<file path="config.mk">
export PLATFORM = sky130hd
export DESIGN_NAME = ipv4_header_check_top
export DESIGN_NICKNAME = d
export VERILOG_FILES = /design/src/rtl/core/ihc_pkg.sv /design/src/rtl/core/ihc_front.sv /design/src/rtl/core/ihc_queue.sv /design/src/rtl/core/ihc_back.sv /design/src/rtl/core/ipv4_header_check_top.sv
export SDC_FILE = /design/constraint.sdc
export NUM_CORES = 1
export LEC_CHECK = 0
export BUFFER_PORTS_ARGS = -buffer_cell sky130_fd_sc_hd__buf_2
export CELL_PAD_IN_SITES_DETAIL_PLACEMENT = 2
export CELL_PAD_IN_SITES_GLOBAL_PLACEMENT = 2
export CORE_MARGIN = 5
export CORE_UTILIZATION = 44
export CTS_BUF_LIST = sky130_fd_sc_hd__clkbuf_4 sky130_fd_sc_hd__clkbuf_8
export DETAILED_ROUTE_END_ITERATION = 16
export PLACE_DENSITY = 0.85
export SLEW_MARGIN = 40
export SYNTH_ARGS = -nofsm -noshare
export SYNTH_HDL_FRONTEND = slang
export SYNTH_SLANG_ARGS = --single-unit
</file>
<file path="constraint.sdc">
create_clock -name clk_i -period 7.4 [get_ports clk_i]
set_input_delay 0 -clock clk_i [delete_from_list [all_inputs] [get_ports clk_i]]
set_output_delay 0 -clock clk_i [all_outputs]
set_load 0.02 [all_outputs]
</file>
<file path="src/rtl/core/ihc_pkg.sv">
// ----------------------------------------------------------------------------
// ihc_pkg
// shared types, constants and helpers for the ipv4 header checker
// ----------------------------------------------------------------------------
package ihc_pkg;

  // verdict codes carried on the result word
  typedef enum logic [2:0] {
    VERDICT_ACCEPT   = 3'd0,
    VERDICT_VERSION  = 3'd1,
    VERDICT_HEADLEN  = 3'd2,
    VERDICT_TTL      = 3'd3,
    VERDICT_CHECKSUM = 3'd4,
    VERDICT_DEST     = 3'd5
  } verdict_e;

  localparam int unsigned QDEPTH = 2;
  localparam int unsigned QPTR_W = (QDEPTH > 1) ? $clog2(QDEPTH) : 1;
  localparam int unsigned QCNT_W = $clog2(QDEPTH + 1);

  localparam logic [3:0]  IP_VERSION     = 4'd4;
  localparam logic [3:0]  MIN_IHL        = 4'd5;
  localparam logic [5:0]  IDX_TTL        = 6'd8;
  localparam logic [5:0]  IDX_CHECKSUM   = 6'd11;
  localparam logic [5:0]  IDX_DEST_FIRST = 6'd16;
  localparam logic [5:0]  IDX_DEST_LAST  = 6'd19;
  localparam logic [31:0] BROADCAST_ADDR = 32'hffff_ffff;

  // one decided packet handed from front to back
  typedef struct packed {
    logic        early;     // verdict already known from byte 0
    verdict_e    code;      // early verdict
    logic        ttl_zero;
    logic [20:0] sum;       // plain sum of header words, checksum word left out
    logic [15:0] chk;       // stored checksum field
    logic [31:0] dest;      // destination address field
  } job_t;

  // queue status seen by front and back
  typedef struct packed {
    logic full;
    logic empty;
  } q_status_t;

  // end-around fold of the 21-bit sum, then one's complement
  function automatic logic [15:0] fold_complement(input logic [20:0] s);
    logic [16:0] s1;
    logic [16:0] s2;
    s1 = {12'd0, s[20:16]} + {1'b0, s[15:0]};
    s2 = {16'd0, s1[16]} + {1'b0, s1[15:0]};
    return ~s2[15:0];
  endfunction

endpackage

</file>
<file path="src/rtl/core/ihc_front.sv">
// ----------------------------------------------------------------------------
// ihc_front
// byte-serial header parser: gathers fields and the running sum, pushes jobs
// ----------------------------------------------------------------------------
module ihc_front (
  input  logic              clk_i,
  input  logic              rst_ni,
  input  logic              take_i,      // byte word accepted this cycle
  input  logic [7:0]        byte_i,
  input  logic              start_i,
  output logic              push_o,
  output ihc_pkg::job_t     job_o
);

  logic [5:0]  byte_cnt_q, byte_cnt_d;
  logic [3:0]  hdr_words_q, hdr_words_d;
  logic [20:0] word_sum_q, word_sum_d;
  logic [7:0]  hi_byte_q, hi_byte_d;
  logic [15:0] stored_chk_q, stored_chk_d;
  logic [31:0] dest_q, dest_d;
  logic        ttl_zero_q, ttl_zero_d;
  logic        done_q, done_d;

  logic [15:0] word;
  logic [6:0]  idx_next;

  always_comb begin
    byte_cnt_d   = byte_cnt_q;
    hdr_words_d  = hdr_words_q;
    word_sum_d   = word_sum_q;
    hi_byte_d    = hi_byte_q;
    stored_chk_d = stored_chk_q;
    dest_d       = dest_q;
    ttl_zero_d   = ttl_zero_q;
    done_d       = done_q;
    push_o       = 1'b0;
    job_o        = '0;
    word         = '0;
    idx_next     = '0;

    if (take_i && (start_i || !done_q)) begin
      if (start_i) begin
        byte_cnt_d   = '0;
        word_sum_d   = '0;
        hi_byte_d    = '0;
        stored_chk_d = '0;
        dest_d       = '0;
        ttl_zero_d   = 1'b0;
        hdr_words_d  = byte_i[3:0];
        done_d       = 1'b0;
      end

      if (start_i && byte_i[7:4] != ihc_pkg::IP_VERSION) begin
        push_o     = 1'b1;
        job_o.early = 1'b1;
        job_o.code = ihc_pkg::VERDICT_VERSION;
        done_d     = 1'b1;
      end else if (start_i && byte_i[3:0] < ihc_pkg::MIN_IHL) begin
        push_o     = 1'b1;
        job_o.early = 1'b1;
        job_o.code = ihc_pkg::VERDICT_HEADLEN;
        done_d     = 1'b1;
      end else begin
        // byte_cnt_d, word_sum_d etc. hold the start-adjusted values here
        word = {hi_byte_d, byte_i};
        if (!byte_cnt_d[0]) begin
          hi_byte_d = byte_i;
        end else if (byte_cnt_d == ihc_pkg::IDX_CHECKSUM) begin
          stored_chk_d = word;
        end else begin
          word_sum_d = word_sum_d + {5'd0, word};
        end
        if (byte_cnt_d == ihc_pkg::IDX_TTL) begin
          ttl_zero_d = (byte_i == 8'd0);
        end
        if (byte_cnt_d >= ihc_pkg::IDX_DEST_FIRST && byte_cnt_d <= ihc_pkg::IDX_DEST_LAST) begin
          dest_d = {dest_d[23:0], byte_i};
        end
        idx_next   = {1'b0, byte_cnt_d} + 7'd1;
        byte_cnt_d = idx_next[5:0];

        // last header byte: hand the gathered header to the back end
        if (idx_next == {1'b0, hdr_words_d, 2'b00}) begin
          push_o         = 1'b1;
          job_o.early    = 1'b0;
          job_o.code     = ihc_pkg::VERDICT_ACCEPT;
          job_o.ttl_zero = ttl_zero_d;
          job_o.sum      = word_sum_d;
          job_o.chk      = stored_chk_d;
          job_o.dest     = dest_d;
          done_d         = 1'b1;
        end
      end
    end
  end

  always_ff @(posedge clk_i or negedge rst_ni) begin
    if (!rst_ni) begin
      byte_cnt_q   <= '0;
      hdr_words_q  <= '0;
      word_sum_q   <= '0;
      hi_byte_q    <= '0;
      stored_chk_q <= '0;
      dest_q       <= '0;
      ttl_zero_q   <= 1'b0;
      done_q       <= 1'b1;
    end else begin
      byte_cnt_q   <= byte_cnt_d;
      hdr_words_q  <= hdr_words_d;
      word_sum_q   <= word_sum_d;
      hi_byte_q    <= hi_byte_d;
      stored_chk_q <= stored_chk_d;
      dest_q       <= dest_d;
      ttl_zero_q   <= ttl_zero_d;
      done_q       <= done_d;
    end
  end

endmodule

</file>
<file path="src/rtl/core/ihc_queue.sv">
// ----------------------------------------------------------------------------
// ihc_queue
// short job queue between parser and verdict stage
// ----------------------------------------------------------------------------
module ihc_queue (
  input  logic                clk_i,
  input  logic                rst_ni,
  input  logic                push_i,
  input  ihc_pkg::job_t       job_i,
  input  logic                pop_i,
  output ihc_pkg::job_t       head_o,
  output ihc_pkg::q_status_t  status_o
);

  ihc_pkg::job_t entries_q [ihc_pkg::QDEPTH];

  logic [ihc_pkg::QPTR_W-1:0] wr_ptr_q, wr_ptr_d;
  logic [ihc_pkg::QPTR_W-1:0] rd_ptr_q, rd_ptr_d;
  logic [ihc_pkg::QCNT_W-1:0] cnt_q, cnt_d;

  localparam logic [ihc_pkg::QPTR_W-1:0] PTR_LAST = ihc_pkg::QPTR_W'(ihc_pkg::QDEPTH - 1);
  localparam logic [ihc_pkg::QCNT_W-1:0] CNT_FULL = ihc_pkg::QCNT_W'(ihc_pkg::QDEPTH);

  assign status_o.full  = (cnt_q == CNT_FULL);
  assign status_o.empty = (cnt_q == '0);
  assign head_o         = entries_q[rd_ptr_q];

  always_comb begin
    wr_ptr_d = wr_ptr_q;
    rd_ptr_d = rd_ptr_q;
    cnt_d    = cnt_q;
    if (push_i) begin
      wr_ptr_d = (wr_ptr_q == PTR_LAST) ? '0 : wr_ptr_q + 1'b1;
    end
    if (pop_i) begin
      rd_ptr_d = (rd_ptr_q == PTR_LAST) ? '0 : rd_ptr_q + 1'b1;
    end
    case ({push_i, pop_i})
      2'b10:   cnt_d = cnt_q + 1'b1;
      2'b01:   cnt_d = cnt_q - 1'b1;
      default: cnt_d = cnt_q;
    endcase
  end

  always_ff @(posedge clk_i) begin
    if (push_i) begin
      entries_q[wr_ptr_q] <= job_i;
    end
  end

  always_ff @(posedge clk_i or negedge rst_ni) begin
    if (!rst_ni) begin
      wr_ptr_q <= '0;
      rd_ptr_q <= '0;
      cnt_q    <= '0;
    end else begin
      wr_ptr_q <= wr_ptr_d;
      rd_ptr_q <= rd_ptr_d;
      cnt_q    <= cnt_d;
    end
  end

  // no overflow, no underflow
  assert property (@(posedge clk_i) disable iff (!rst_ni) status_o.full |-> !push_i || pop_i)
    else $error("ihc_queue: push into full queue");
  assert property (@(posedge clk_i) disable iff (!rst_ni) status_o.empty |-> !pop_i)
    else $error("ihc_queue: pop from empty queue");
  assert property (@(posedge clk_i) disable iff (!rst_ni)
                   (push_i && !pop_i) |=> !status_o.empty)
    else $error("ihc_queue: pushed job lost");

endmodule

</file>
<file path="src/rtl/core/ihc_back.sv">
// ----------------------------------------------------------------------------
// ihc_back
// verdict stage: passes on early verdicts, else checks ttl, checksum and destination; holds the result word
// ----------------------------------------------------------------------------
module ihc_back (
  input  logic                clk_i,
  input  logic                rst_ni,
  input  ihc_pkg::job_t       head_i,
  input  ihc_pkg::q_status_t  status_i,
  input  logic [31:0]         own_addr_i,
  output logic                pop_o,
  input  logic                out_ready_i,
  output logic                out_valid_o,
  output ihc_pkg::verdict_e   verdict_o,
  output logic                accept_o
);

  logic              out_valid_q, out_valid_d;
  ihc_pkg::verdict_e verdict_q, verdict_d;
  logic              accept_q;

  assign pop_o = !status_i.empty && (!out_valid_q || out_ready_i);

  always_comb begin
    if (head_i.early) begin
      verdict_d = head_i.code;
    end else if (head_i.ttl_zero) begin
      verdict_d = ihc_pkg::VERDICT_TTL;
    end else if (ihc_pkg::fold_complement(head_i.sum) != head_i.chk) begin
      verdict_d = ihc_pkg::VERDICT_CHECKSUM;
    end else if (head_i.dest != own_addr_i && head_i.dest != ihc_pkg::BROADCAST_ADDR) begin
      verdict_d = ihc_pkg::VERDICT_DEST;
    end else begin
      verdict_d = ihc_pkg::VERDICT_ACCEPT;
    end
    out_valid_d = pop_o || (out_valid_q && !out_ready_i);
  end

  always_ff @(posedge clk_i or negedge rst_ni) begin
    if (!rst_ni) begin
      out_valid_q <= 1'b0;
    end else begin
      out_valid_q <= out_valid_d;
    end
  end

  always_ff @(posedge clk_i) begin
    if (pop_o) begin
      verdict_q <= verdict_d;
      accept_q  <= (verdict_d == ihc_pkg::VERDICT_ACCEPT);
    end
  end

  assign out_valid_o = out_valid_q;
  assign verdict_o   = verdict_q;
  assign accept_o    = accept_q;

  // a held result is never overwritten
  assert property (@(posedge clk_i) disable iff (!rst_ni)
                   (out_valid_q && !out_ready_i) |-> !pop_o)
    else $error("ihc_back: result overwritten while stalled");

endmodule

</file>
<file path="src/rtl/core/ipv4_header_check_top.sv">
// ----------------------------------------------------------------------------
// ipv4_header_check_top
// byte-serial ipv4 header checker with one verdict word per packet
// ----------------------------------------------------------------------------
// input stream carries one packet byte per word, tuser high on the first byte
// output stream carries one verdict word per packet: code in tdata, accept flag
// in tuser; config channel writes this host's address, register resets to zero
// one byte word per clock while a queue slot is free: the front parser
// touches each byte once, its 21-bit running sum the only loop between bytes
// a version or header length error is decided on byte 0, all other verdicts
// on the last header byte; the verdict word then goes through the job queue
// and the verdict register, which drives the output
// bytes after the header, and bytes with no packet open, give no word
// a new start before the verdict drops the open packet silently
// when the receiver stalls, the verdict register holds and the two-entry queue
// keeps filling; input ready drops only once both entries are taken
// after reset the block is idle, waiting for a start byte
// ----------------------------------------------------------------------------
module ipv4_header_check_top (
  input  logic        clk_i,
  input  logic        rst_ni,
  // byte stream in
  input  logic        s_axis_tvalid,
  output logic        s_axis_tready,
  input  logic [7:0]  s_axis_tdata,   // [7:0] data_byte
  input  logic        s_axis_tuser,   // [0] packet_start
  // verdict stream out
  output logic        m_axis_tvalid,
  input  logic        m_axis_tready,
  output logic [7:0]  m_axis_tdata,   // [2:0] verdict, [7:3] zero
  output logic        m_axis_tuser,   // [0] accept
  // own address write channel
  input  logic        cfg_valid_i,
  output logic        cfg_ready_o,
  input  logic [31:0] cfg_data_i
);

  logic [31:0] own_addr_q, own_addr_d;

  logic               take;
  logic               push;
  logic               pop;
  ihc_pkg::job_t      job;
  ihc_pkg::job_t      head;
  ihc_pkg::q_status_t q_status;
  ihc_pkg::verdict_e  verdict;

  // config register, always ready
  assign cfg_ready_o = 1'b1;
  assign own_addr_d  = (cfg_valid_i && cfg_ready_o) ? cfg_data_i : own_addr_q;

  always_ff @(posedge clk_i or negedge rst_ni) begin
    if (!rst_ni) begin
      own_addr_q <= '0;
    end else begin
      own_addr_q <= own_addr_d;
    end
  end

  // front takes a byte whenever a queue slot is free
  assign s_axis_tready = !q_status.full;
  assign take          = s_axis_tvalid && s_axis_tready;

  ihc_front u_front (
    .clk_i   (clk_i),
    .rst_ni  (rst_ni),
    .take_i  (take),
    .byte_i  (s_axis_tdata),
    .start_i (s_axis_tuser),
    .push_o  (push),
    .job_o   (job)
  );

  ihc_queue u_queue (
    .clk_i    (clk_i),
    .rst_ni   (rst_ni),
    .push_i   (push),
    .job_i    (job),
    .pop_i    (pop),
    .head_o   (head),
    .status_o (q_status)
  );

  ihc_back u_back (
    .clk_i       (clk_i),
    .rst_ni      (rst_ni),
    .head_i      (head),
    .status_i    (q_status),
    .own_addr_i  (own_addr_q),
    .pop_o       (pop),
    .out_ready_i (m_axis_tready),
    .out_valid_o (m_axis_tvalid),
    .verdict_o   (verdict),
    .accept_o    (m_axis_tuser)
  );

  assign m_axis_tdata = {5'd0, verdict};

endmodule

</file>
## Word-level counts from Yosys, hierarchy flattened

Memories as Yosys holds them, arrays and structs flattened.
Index checks and enable logic that the tools add are counted.

- Flip-flop bits (word level): 130
- Memory bits (writable): 148
- Output and inout bits: 12
- Logic and storage cells: 113
- Memories: 1

- $add $sub $neg: 8
- Magnitude comparators: 3
- Equality and inequality tests: 10
- Multiplexer cells: 53
- Bitwise operators: 1
- Reductions and logical operators: 22

Memory list:

| memory | depth | bits a word | read ports | clocked after Yosys merged registers in | wr ports | RTL line | text |
|---|---|---|---|---|---|---|---|
| u_queue.entries_q | 2 | 74 | 1 | 0 | 1 | ihc_queue.sv:15 | `ihc_pkg::job_t entries_q [ihc_pkg::QDEPTH];` |

Operators with widths:

| kind | number |
|---|---|
| 2-to-1 mux 70 bit | 3 |
| 2-to-1 mux 32 bit | 4 |
| 2-to-1 mux 21 bit | 6 |
| 2-to-1 mux 16 bit | 5 |
| 2-to-1 mux 74 bit | 1 |
| 2-to-1 mux 8 bit | 5 |
| != test 32 bit | 1 |
| != test 32 bit, second input constant | 1 |
| 2-to-1 mux 6 bit | 4 |
| adder 21 x 16 -> 21 bit | 1 |
| adder 5 x 16 -> 17 bit | 1 |
| adder 1 x 16 -> 16 bit | 1 |
| 2-to-1 mux 1 bit | 16 |
| 2-to-1 mux 4 bit | 4 |
| != test 16 bit | 1 |
| NOT 16 bit | 1 |
| == test 6 x 4 -> 1 bit, second input constant | 2 |
| 2-to-1 mux 3 bit | 4 |
| logical AND 1 bit | 8 |
| logical NOT 8 bit | 1 |
| adder 6 x 1 -> 7 bit, second input constant | 1 |
| == test 7 x 6 -> 1 bit | 1 |
| >= comparator 6 x 5 -> 1 bit, second input constant | 1 |
| less-or-equal comparator 6 x 5 -> 1 bit, second input constant | 1 |
| 15 further kinds | 23 |

## Depth between registers and ports, before layout

- Depth after elaboration: 13
- Gate-level depth with buffers: 26
- Mapped depth without buffers: 19

## By module

Synthesis repeated with hierarchy kept, for this count alone.

- Cell total of the unflattened synthesis: 1379
- Area, all modules: 15441.1 um^2

Modules (own cells, without submodules):

| module | instances | cells an instance | area each (um^2) | sequential area each (um^2) |
|---|---|---|---|---|
| ihc_front | 1 | 789 | 6318.6 | 2228.4 |
| ihc_queue | 1 | 246 | 5726.7 | 4544.4 |
| ihc_back | 1 | 266 | 1988.2 | 145.1 |
| ipv4_header_check_top | 1 | 78 | 1407.6 | 800.8 |

## Worst setup path after synthesis

OpenSTA, ideal clock, no wires.

- Path type: reg2reg
- Start: register u_queue.rd_ptr_q
- End: register u_back.verdict_q[0], in the netlist u_back.verdict_o[0] (data pin)
- Library setup time: 0.260 ns
- Data arrival time: 5.598 ns
- Setup slack: 1.542 ns
- Stages on the path, launching flop included: 26
- Path buffers: 8
- Clock period less this slack: 5.858 ns
- Cell sequence: dfrtp_1 -> buf_6 -> buf_8 -> buf_6 -> buf_2 -> buf_2 -> clkbuf_1 -> clkbuf_1 -> buf_1 -> mux2_2 -> ha_1 -> a211o_1 -> a21oi_1 -> nor2_1 -> nand2_1 -> nor2_1 -> ha_1 -> o2111ai_1 -> nor4_4 -> o21ai_2 -> or4_4 -> o21ba_1 -> o21ai_2 -> a21oi_1 -> o311a_1 -> a2bb2o_1

- Longest elaborated chain between the ends: 8
- Elaborated cells between the ends (all ways): 12
- Those cells by class: 2 x add/sub; 3 x eq/ne; 4 x mux; 1 x bitwise; 1 x reduce/logical; 1 x memory

RTL lines:

| element | RTL line | text |
|---|---|---|
| start: declaration | ihc_queue.sv:18 | `logic [ihc_pkg::QPTR_W-1:0] rd_ptr_q, rd_ptr_d;` |
| start signal: assignment | ihc_queue.sv:58 | `rd_ptr_q <= rd_ptr_d;` |
| memory (2 x 74 bit) (*) | n/a |  |
| adder 5 x 16 -> 17 bit | ihc_pkg.sv:49 | `s1 = {12'd0, s[20:16]} + {1'b0, s[15:0]};` |
| adder 1 x 16 -> 16 bit | ihc_pkg.sv:50 | `s2 = {16'd0, s1[16]} + {1'b0, s1[15:0]};` |
| NOT 16 bit | ihc_pkg.sv:51 | `return ~s2[15:0];` |
| != test 16 bit | ihc_back.sv:29 | `end else if (ihc_pkg::fold_complement(head_i.sum) != head_i.chk) begin` |
| 2-to-1 mux 3 bit | ihc_back.sv:29 |  |
| 2-to-1 mux 3 bit | ihc_back.sv:27 | `end else if (head_i.ttl_zero) begin` |
| 2-to-1 mux 3 bit (*) | ihc_back.sv:25 | `if (head_i.early) begin` |
| net u_back.verdict_d[0] | ihc_back.sv:19 | `ihc_pkg::verdict_e verdict_q, verdict_d;` |
| end signal: assignment | ihc_back.sv:49 | `verdict_q <= verdict_d;` |
| end: declaration | ihc_back.sv:19 |  |

Mark *: on every way through the listed nets, which the timed path passes. The rest lies on a longest branch.
A chain may end at the register's enable or synchronous reset.

## Worst setup path in the final report

- Start: register u_queue.rd_ptr_q
- End: register u_back.verdict_q[2], in the netlist u_back.verdict_o[2] (data pin)

The elaborated chain is that of the path after synthesis.

==> results.md <==
- Fmax: 167 MHz
- Max_cap viols: 0
- Critical Path Sink Type: register
- Pwr dens: 334 mW/mm^2
- CP Data Arrival Time: 6.31 ns
- Post-synthesis sequential area ratio: 0.539
- Std cell rows: 65
- HPWL Detailed: 32700 um
- Synth warn: 0
- Mapped Area: 0.0142 sq mm
- Post-Synthesis Cells: 1259
- CP dominant cell by count: ha_1
- Final Hold Fails: 0
- Startpoint types: register
- Hold path depth: 4
- Peak supply drop: 162 uV
- Setup violations, final: 0
- Die height: 190 um
- Leakage: 0.00633 uW
- Drt first pass iters: 5
- EDFF count, synth: 150
- CP cell instances: mux2_2 -> ha_1 -> a211o_1 -> a21oi_1 -> nor2_1 -> nand2_1 -> nor2_1 -> ha_1 -> ha_1 -> o211ai_1 -> nor4_2 -> o21ai_1 -> or3_1 -> mux2i_1 -> a32oi_1 -> o221ai_1 -> o311a_1 -> a31oi_1
- First-pass GRT wire length: 86800 um
- Num ports: 58
- Average size of a mapped cell: 11.3 sq um
- Core area: 0.0317 sq mm
- CTS Root Cell: clkbuf_8
- Most used DFF post-synth: edfxtp_1
- Vias: 11600
- Initial antenna violation count: 4
- Most numerous cell in the Yosys netlist: edfxtp_1
- Layout Nets: 1432
- CTS buffer count: 48
- Slew Limit Fails: 0
- Tmin final: 6.01 ns
- Largest cells by area after synthesis: edfxtp_1, dfrtp_1, xnor2_1
- Detail Route Antenna Nets: 0
- Initial Util: 0.448
- CTS resizes: 0
- Total die area: 0.0360 sq mm
- Largest stage delay on the critical path: 0.78 ns
- RSZ-0062 raised after global routing: no
- Asr flop ratio synth: 0.457
- Slew headroom: 0.409
- Max Buffers Root-to-Sink: 3
- Synth top cells by count: edfxtp_1, nand2_1, dfrtp_1, a21oi_1, nor2_1
- CP required: 7.71 ns
- Fin crit share: 0.812
- Initial DRC Count: 1016
- DR WL/cell: 32.4 um
- Synth-to-layout area growth: 15.2%
- Share of cells above drive strength 1: 0.165
- Pin slew with the least headroom to its limit: 0.880 ns
- H-tree Lvls: 2
- Port Buffers: 51
- Grt total ovfl: 0
- Outcome: complete, no violations
- Crit Path Max Fanout: 43
- Largest net degree at the start of global routing: 69
- Skew-Pair Late Insertion Delay: 0.62 ns
- Clock skew: 0.0611 ns
- Seq cells post-synth: 276
- Vias/cell: 6.46
- Reg2Reg Depth: 18
- CTS Sinks: 276
- CP max stage cell: dfrtp_4
- Vias in the first global route: 12900
- DRC: 0
- CTS tree: built
- Die W: 190 um
- DRT Wirelength: 58300 um
- Yosys top cell by area: edfxtp_1
- Top cell type's share of synthesized area: 0.317
- Routability cong.: 0.815
- Final hold slack: 0.0566 ns
- Synth cell types: 81
- Final setup TNS: 0 ns
- Clock-pin slew on the worst setup and hold paths: 0.07 ns
- Tot GR Track Use: 0.321
- Critical path class: reg -> reg
- Hold Path Class: in -> reg
## metrics by stage
| stage | worst slack (ns) | std cells | utilization | instance area, sq um | total power [uW] |
|---|---|---|---|---|---|
| floorplan | 1.54 | 1263 | - | 14200 | 3170 |
| global placement | 2.53 | 1662 | 0.468 | 14800 | 3520 |
| global route | 1.21 | 1798 | 0.516 | 16400 | 5630 |
| CTS | 1.69 | 1798 | 0.516 | 16400 | 5300 |
| finish | 1.39 | 1800 | 0.516 | 16400 | 5470 |
| detailed placement | 2.07 | 1664 | 0.470 | 14900 | 3690 |
## worst max-delay path: cells and delay by family (launching register included)
kind	cells	cell delay, ns
AO/OA/AOI/OAI	8	1.65
AND/OR/NAND/NOR	5	1.60
adder cells (fa/ha/maj)	3	1.00
flip-flops	1	0.78
multiplexers	2	0.64
## repair_timing
item / CTS / global route
buffers inserted: 0 / 0
endpoints found under the hold margin: 120 / 0
hold buffers: 45 / 0
## cell families after synthesis
| kind of cell | count (synthesis) | synth area share |
|---|---|---|
| compound gates | 266 | 0.126 |
| xor+xnor | 95 | 0.0600 |
| fa+ha+maj | 29 | 0.0266 |
| buf+inv | 88 | 0.0272 |
| flops | 276 | 0.539 |
| mux | 106 | 0.0803 |
| other cells | 2 | 0.000528 |
| simple gates | 397 | 0.141 |
## placed cells by master (no fill, tap or decap), drive strengths merged, types with 4 or more instances in the layout
cell and n:
edfxtp 150, nor4 17, nand2 135, or4 4, a211oi 6, a22o 52, nor3b 22, nand3 25
mux2i 55, and2 8, o21a 4, clkbuf 73, inv 21, a21oi 84, ha 27, xor2 16
clkinv 14, conb 6, nand2b 6, nor3 16, a31oi 9, buf 68, mux2 51, and3 10
nand4 25, dlygate4sd3 44, nor2 81, dfrtp 125, a22oi 6, o211ai 7, o21bai 5, nor2b 32
a21o 15, xnor2 78, o21ai 46
## layout make-up
class	instances	area (sq um)
Antenna cell	2	5.00
Clock buffer	73	892
Clock inverter	16	108
Fill cell	3092	15300
Inverter	20	75.1
Multi-Input combinational cell	899	6240
Sequential cell	276	7660
Tap cell	402	503
Timing Repair Buffer	112	890
## path summary, 6_finish.rpt
check	startpoint	end	slack, ns
worst max-delay path	u_queue.rd_ptr_q	u_back.verdict_o[2]	1.39
worst min-delay path	s_axis_tuser	u_front.word_sum_q[20]	0.06
worst max register to register	u_queue.rd_ptr_q	u_back.verdict_o[2]	1.39
worst min register to register	u_front.word_sum_q[8]	u_front.word_sum_q[8]	0.47
max in group asynchronous	rst_ni	u_queue.rd_ptr_q	5.88
min in group asynchronous	rst_ni	u_front.dest_q[3]	0.43
## flip-flops by register name, indices dropped and copies added, names as in the netlist, 2 cells and up
name and count:
own_addr_q 32, u_back.verdict_o 3, u_front.byte_cnt_q 6, u_front.dest_q 32
u_front.hdr_words_q 4, u_front.hi_byte_q 8, u_front.stored_chk_q 16, u_front.word_sum_q 21
u_queue.cnt_q 2, u_queue.entries_q 146
## layer usage
metal	global-route usage	vias up	wire [um]
met3	0.0684	187	4180
met2	0.547	585	28500
met1	0.395	6044	22800
met5	0	-	27
met4	0.143	4	2840
li1	-	4815	-
## report_power, final
| part | switching, uW | leakage (uW) | internal (uW) |
|---|---|---|---|
| logic | 1170 | 0.00275 | 643 |
| clock network | 776 | 0.000531 | 808 |
| registers | 224 | 0.00305 | 1840 |
| total | 2170 | 0.00633 | 3290 |
(Power assumes the default switching activity.)
